File: config.mk
export PLATFORM = sky130hd
export DESIGN_NAME = sliding_window_maximum
export DESIGN_NICKNAME = d
export VERILOG_FILES = /design/src/swm_pkg.sv /design/src/swm_cell.sv /design/src/swm_cfg.sv /design/src/sliding_window_maximum.sv
export SDC_FILE = /design/constraint.sdc
export NUM_CORES = 2
export LEC_CHECK = 0
export BUFFER_PORTS_ARGS = -buffer_cell sky130_fd_sc_hd__buf_2
export CAP_MARGIN = 30
export CORE_MARGIN = 3
export CORE_UTILIZATION = 50
export CTS_CLUSTER_SIZE = 16
export DETAILED_ROUTE_END_ITERATION = 16
export PLACE_DENSITY = 0.77
export SKIP_CTS_REPAIR_TIMING = 1
export SYNTH_ARGS = -nofsm -noshare
export SYNTH_HDL_FRONTEND = slang
export SYNTH_HIERARCHICAL = 1
export SYNTH_SLANG_ARGS = --single-unit
export TNS_END_PERCENT = 5
File: constraint.sdc
create_clock -name i_clk -period 62.3 [get_ports i_clk]
set_input_delay 6.23 -clock i_clk [delete_from_list [all_inputs] [get_ports i_clk]]
set_output_delay 6.23 -clock i_clk [all_outputs]
set_load 0.1 [all_outputs]
File: src/swm_pkg.sv
// Shared constants for the sliding window maximum block.
package swm_pkg;

    localparam int WINDOW_MAX_DEF  = 64;
    localparam int SAMPLE_BITS_DEF = 16;

    localparam int CFG_BITS  = 7;
    localparam int OUT_BITS  = 16;
    localparam int DATA_BITS = 32;
    localparam int ADDR_BITS = 3;

    localparam logic [CFG_BITS-1:0] WINDOW_SIZE_RESET = 7'd1;

    // register index as seen on paddr[ADDR_BITS-1:2]
    localparam logic [0:0] REG_WINDOW_SIZE = 1'b0;

endpackage

File: src/swm_cell.sv
// One cell of the window row: holds a sample and a running maximum.
module swm_cell #(
    parameter int SAMPLE_BITS = 16,
    parameter int WIN_BITS    = 7,
    parameter int IDX         = 0
) (
    input  logic                   i_clk,
    input  logic                   i_shift,
    input  logic [WIN_BITS-1:0]    i_win,
    input  logic [SAMPLE_BITS-1:0] i_sample,
    input  logic [SAMPLE_BITS-1:0] i_acc,
    output logic [SAMPLE_BITS-1:0] o_sample,
    output logic [SAMPLE_BITS-1:0] o_acc
);

    logic [SAMPLE_BITS-1:0] r_sample;
    logic [SAMPLE_BITS-1:0] r_acc;
    logic [SAMPLE_BITS-1:0] n_acc;
    logic                   w_incl;

    assign w_incl = (WIN_BITS'(IDX) < i_win);

    always_comb begin
        n_acc = i_acc;
        if (w_incl && (r_sample > i_acc)) begin
            n_acc = r_sample;
        end
    end

    always_ff @(posedge i_clk) begin
        if (i_shift) begin
            r_sample <= i_sample;
        end
        r_acc <= n_acc;
    end

    assign o_sample = r_sample;
    assign o_acc    = r_acc;

endmodule

File: src/swm_cfg.sv
// Configuration register port and effective window size.
module swm_cfg #(
    parameter int WINDOW_MAX = 64,
    parameter int WIN_BITS   = 7
) (
    input  logic                          i_clk,
    input  logic                          i_rst_n,
    input  logic                          psel,
    input  logic                          penable,
    input  logic                          pwrite,
    input  logic [swm_pkg::ADDR_BITS-1:0] paddr,
    input  logic [swm_pkg::DATA_BITS-1:0] pwdata,
    output logic [swm_pkg::DATA_BITS-1:0] prdata,
    output logic                          pready,
    output logic [WIN_BITS-1:0]           o_win
);

    import swm_pkg::*;

    localparam int CW = (WIN_BITS > CFG_BITS) ? WIN_BITS : CFG_BITS;

    logic [CFG_BITS-1:0] r_window_size;
    logic [CW-1:0]       w_ext;
    logic [CW-1:0]       w_eff;
    logic                w_sel;

    assign w_sel  = (paddr[ADDR_BITS-1:2] == REG_WINDOW_SIZE);
    assign pready = 1'b1;

    always_ff @(posedge i_clk) begin
        if (!i_rst_n) begin
            r_window_size <= WINDOW_SIZE_RESET;
        end else if (psel && penable && pwrite && w_sel) begin
            r_window_size <= pwdata[CFG_BITS-1:0];
        end
    end

    always_comb begin
        prdata = '0;
        if (w_sel) begin
            prdata = DATA_BITS'(r_window_size);
        end
    end

    always_comb begin
        w_ext = CW'(r_window_size);
        if (w_ext == '0) begin
            w_eff = CW'(1);
        end else if (w_ext > CW'(WINDOW_MAX)) begin
            w_eff = CW'(WINDOW_MAX);
        end else begin
            w_eff = w_ext;
        end
    end

    assign o_win = w_eff[WIN_BITS-1:0];

endmodule

File: src/sliding_window_maximum.sv
// Sliding window maximum: top level with the cell row and item control.
// Each accepted item shifts into a row of WINDOW_MAX cells; a compare wave
// then ripples down the row, one cell per cycle, so an item occupies the
// block from acceptance until the wave reaches the end and its result (if any)
// is loaded into the output register. o_ready returns high as soon as the
// result is loaded, so the next item is taken while that result still waits
// for i_ready. A result leaves only once at least window_size samples of the
// current array have arrived; an item with i_last_of_array set ends the array
// and starts the next one empty. Write window_size only while idle.
module sliding_window_maximum #(
    parameter int WINDOW_MAX  = swm_pkg::WINDOW_MAX_DEF,
    parameter int SAMPLE_BITS = swm_pkg::SAMPLE_BITS_DEF
) (
    input  logic                          i_clk,
    input  logic                          i_rst_n,
    input  logic                          psel,
    input  logic                          penable,
    input  logic                          pwrite,
    input  logic [swm_pkg::ADDR_BITS-1:0] paddr,
    input  logic [swm_pkg::DATA_BITS-1:0] pwdata,
    output logic [swm_pkg::DATA_BITS-1:0] prdata,
    output logic                          pready,
    input  logic                          i_valid,
    output logic                          o_ready,
    input  logic [SAMPLE_BITS-1:0]        i_sample,
    input  logic                          i_last_of_array,
    output logic                          o_valid,
    input  logic                          i_ready,
    output logic [swm_pkg::OUT_BITS-1:0]  o_window_max,
    output logic                          o_array_done
);

    import swm_pkg::*;

    localparam int WIN_BITS = $clog2(WINDOW_MAX + 1);

    logic [WIN_BITS-1:0]    w_win;
    logic [SAMPLE_BITS-1:0] w_samp [WINDOW_MAX+1];
    logic [SAMPLE_BITS-1:0] w_acc  [WINDOW_MAX+1];
    logic                   w_accept;
    logic                   w_done;
    logic [WIN_BITS-1:0]    w_fill_inc;

    logic                   r_busy;
    logic [WIN_BITS-1:0]    r_cnt;
    logic [WIN_BITS-1:0]    r_fill;
    logic                   r_out_valid;
    logic                   r_produce;
    logic                   r_last;
    logic [SAMPLE_BITS-1:0] r_out_max;
    logic                   r_out_done;

    logic                   n_busy;
    logic [WIN_BITS-1:0]    n_cnt;
    logic [WIN_BITS-1:0]    n_fill;
    logic                   n_out_valid;

    swm_cfg #(
        .WINDOW_MAX (WINDOW_MAX),
        .WIN_BITS   (WIN_BITS)
    ) u_cfg (
        .i_clk   (i_clk),
        .i_rst_n (i_rst_n),
        .psel    (psel),
        .penable (penable),
        .pwrite  (pwrite),
        .paddr   (paddr),
        .pwdata  (pwdata),
        .prdata  (prdata),
        .pready  (pready),
        .o_win   (w_win)
    );

    assign w_samp[0] = i_sample;
    assign w_acc[0]  = '0;

    for (genvar k = 0; k < WINDOW_MAX; k++) begin : g_cell
        swm_cell #(
            .SAMPLE_BITS (SAMPLE_BITS),
            .WIN_BITS    (WIN_BITS),
            .IDX         (k)
        ) u_cell (
            .i_clk    (i_clk),
            .i_shift  (w_accept),
            .i_win    (w_win),
            .i_sample (w_samp[k]),
            .i_acc    (w_acc[k]),
            .o_sample (w_samp[k+1]),
            .o_acc    (w_acc[k+1])
        );
    end

    assign o_ready    = !r_busy;
    assign w_accept   = i_valid && !r_busy;
    assign w_fill_inc = (r_fill == WIN_BITS'(WINDOW_MAX)) ? r_fill : r_fill + 1'b1;
    assign w_done     = r_busy && (r_cnt == WIN_BITS'(WINDOW_MAX))
                        && (!r_produce || !r_out_valid || i_ready);

    always_comb begin
        n_busy      = r_busy;
        n_cnt       = r_cnt;
        n_fill      = r_fill;
        n_out_valid = r_out_valid;
        if (r_out_valid && i_ready) begin
            n_out_valid = 1'b0;
        end
        if (w_accept) begin
            n_busy = 1'b1;
            n_cnt  = '0;
            n_fill = i_last_of_array ? '0 : w_fill_inc;
        end else if (r_busy && (r_cnt != WIN_BITS'(WINDOW_MAX))) begin
            n_cnt = r_cnt + 1'b1;
        end
        if (w_done) begin
            n_busy = 1'b0;
            if (r_produce) begin
                n_out_valid = 1'b1;
            end
        end
    end

    always_ff @(posedge i_clk) begin
        if (!i_rst_n) begin
            r_busy      <= 1'b0;
            r_cnt       <= '0;
            r_fill      <= '0;
            r_out_valid <= 1'b0;
        end else begin
            r_busy      <= n_busy;
            r_cnt       <= n_cnt;
            r_fill      <= n_fill;
            r_out_valid <= n_out_valid;
        end
    end

    always_ff @(posedge i_clk) begin
        if (w_accept) begin
            r_produce <= (w_fill_inc >= w_win);
            r_last    <= i_last_of_array;
        end
        if (w_done && r_produce) begin
            r_out_max  <= w_acc[WINDOW_MAX];
            r_out_done <= r_last;
        end
    end

    if (SAMPLE_BITS >= OUT_BITS) begin : g_out_trunc
        assign o_window_max = r_out_max[OUT_BITS-1:0];
    end else begin : g_out_ext
        assign o_window_max = OUT_BITS'(r_out_max);
    end

    assign o_valid      = r_out_valid;
    assign o_array_done = r_out_done;

endmodule

==> results.yml <==
timing:
  drv_slew: 0
  finalClockSkew_ns: 0.0371
  worst_slew_pin_slew_ns: 1.10
  holdWs_ns: 0.403
  fin_tns_setup_ns: 0
  rsz0062_at_grt: "false"
  finalHoldViolCount: 0
  min_period_ns: 13.21
  fmax_ghz: 0.0757
  post-route-period-util_pct: 21.2
  worst_slack_ns: 49.09
  setup_viol: 0
  slew_headroom_pct: 26.5
critical_path:
  worstReg2RegStart: "r_busy"
  crit_chain: "buf_2 > and2b_2 > buf_2"
  slowest_stage: "buf_2"
  critPathRequiredTime_ns: 56.07
  slowest_delay_ns: 0.41
  critPathKind: "in -> out"
  path_max_fanout: 8
  arrival_ns: 6.98
  rrSetupSlack_ns: 58.21
  reg2reg_depth: 6
  crit_top_cell: "buf_2"
  cp-end-kind: "primary output"
  cp-start-kind: "input pin"
  timing.rr.end: "g_cell[46].u_cell/o_sample[4]"
grt:
  grt_use_met2_pct: 34.2
  antenna_found_initial: 3
  grt_start_max_net_pins: 175
  grt_use_met1_pct: 22.6
  gr-total-overflow: 0
  grt_util_met3_pct: 3.09
  grt_pass1_wl_um: 332000
  grt_pass1_vias: 66200
  track_usage_pct: 19.0
  top_usage_layer: "met2"
placed_design:
  place_area_mm2: 0.105
  post-place-ws_ns: 49.09
  hpwl_um: 142000
  gp_congestion: 0.860
  numPortBuffers: 57
status:
  status: "finished, final reports clean"
cts:
  root_buffer: "clkbuf_16"
  worstSkewPairLatency_ns: 0.83
  clk_pin_slew_ns: 0.06
  htree_levels: 4
  cts_tree: "built"
  cts-buffers-inserted: 207
  clock_path_buffers: 3
  numClockSinks: 2090
logic_synthesis:
  synth.distinct_cells: 88
  syn_inst: 8434
  syn_area_per_cell_um2: 12.1
  netlist_area_mm2: 0.102
  ys_ff_latch: 2090
  async_flop_share_pct: 0
  synth_edf_count: 1043
  synth_warnings: 6
  synth.yosys.seq_area_share_pct: 51.2
  synthFlopType: "dfxtp_1"
drt:
  final_antenna_net_count: 0
  wl_per_cell_um: 17.8
  drcViolationCount: 0
  drt-initial-drc-count: 4151
  vias_per_cell: 5.64
  firstDrtPassIters: 6
  wl_um: 203000
  num_vias: 64500
floorplan:
  die-width_um: 458
  die-area_mm2: 0.210
  io_pins: 111
  start_util_pct: 50.4
  coreArea_mm2: 0.203
  die_y_um: 458
  std_cell_rows: 165
hold_path:
  hold_path.class: "reg -> reg"
  worstHoldStart: "g_cell[63].u_cell/o_acc[2]"
  min_to: "o_window_max[2]"
  hold_depth: 0
power:
  ir_drop_mv: 0.0270
  p_per_area_mw_per_mm2: 28.2
  p_leak_nw: 51.1
final_layout:
  fin_area_mm2: 0.112
  mostFrequentLayoutCells: "inv_1 (1257), dfxtp_1 (1046), edfxtp_1 (1043)"
  area_delta_synth_final_pct: 9.53
  drive_above_1_share_pct: 17.2
  final_nets: 9671
  final_common_cell: "inv_1"
  fillers: 16000
job:
  maxCapViolCount: 0
[where the power goes]
part           total, W  switching, W  internal, W
Sequential      0.00159     0.0000563      0.00153
Combinational  0.000287      0.000170     0.000117
Clock           0.00128      0.000522     0.000763
[worst max path at each step]
stage / slack, ns / cells past startpoint / end / start
after detailed placement: 49.09 / 3 / prdata[4] / paddr[2]
after global routing: 49.05 / 3 / prdata[6] / paddr[2]
after global placement: 49.09 / 3 / prdata[6] / paddr[2]
after floorplan: 34.81 / 2 / g_cell[0].u_cell/o_sample[0] / i_valid
after CTS: 49.09 / 3 / prdata[4] / paddr[2]
final: 49.09 / 3 / prdata[4] / paddr[2]
[stage by stage]
stage	utilization, %	power [W]	std cells
after floorplan	-	0.00186	8489
after global placement	51.4	0.00187	11000
after detailed placement	51.5	0.00190	11000
after CTS	55.1	0.00318	11400
after global routing	55.2	0.00328	11400
final	55.2	0.00316	11400
[layout make-up]
class,instances,area [µm²],share of cell area [%]
sequential,2090,52300,46.7
multi-input combinational,4873,43200,38.6
timing repair buffer,147,1160,1.04
clock inverter,101,1220,1.09
clock buffer,291,5920,5.29
antenna,1,2.50,0.00224
inverter,1258,4730,4.23
tap,2672,3340,2.99
[critical path, delay by kind of cell]
kind / cells / cell delay [ns]
buffers and inverters: 2 / 0.54
AND/OR/NAND/NOR: 1 / 0.20
[logic make-up after synthesis]
logic type / Yosys count / share of synthesized area (%)
buffers and inverters: 1526 / 6.78
other: 3 / 0.0110
and+or+nand+nor: 1446 / 8.29
muxes: 743 / 9.87
adders and majority gates: 1035 / 12.7
DFF: 2090 / 51.2
AOI/OAI and AO/OA: 1580 / 11.1
xor gates and xnor gates: 11 / 0.0943
[Yosys cell counts, types with 49 or more instances]
library cell / count / area (µm²)
ha_1: 1035 / 12900
nand2b_1: 50 / 313
buf_12: 49 / 981
nor2_1: 171 / 642
a31oi_1: 57 / 357
mux2_4: 460 / 6910
nand2_1: 484 / 1820
o21ai_1: 116 / 581
o21ai_0: 138 / 691
nor3_1: 105 / 526
a21o_1: 74 / 556
nor4_1: 217 / 1360
mux2_2: 276 / 3110
a21oi_1: 455 / 2280
edfxtp_1: 1043 / 31300
a211oi_1: 104 / 781
o31ai_1: 170 / 1280
dfxtp_1: 1047 / 21000
a32oi_1: 240 / 2100
inv_1: 1258 / 4720
nand4_1: 145 / 907
clkbuf_1: 137 / 514
[per-layer routing]
layer,share of wire (%),wire length (µm),up-vias
met5,0.0064,13,-
met1,41,82700,31000
met4,3.5,7200,2
met2,51,103000,1821
met3,5.1,10500,594
li1,-,-,31100
[flip-flops by register name (all words and copies together) (netlist names)]
signal	count
o_window_max	16
g_cell.u_cell/o_acc	1024
r_fill	7
o_valid	1
r_busy	1
r_produce	1
r_last	1
g_cell.u_cell/o_sample	1024
o_array_done	1
r_cnt	7
u_cfg/r_window_size	7
(Power assumes the default switching activity.)
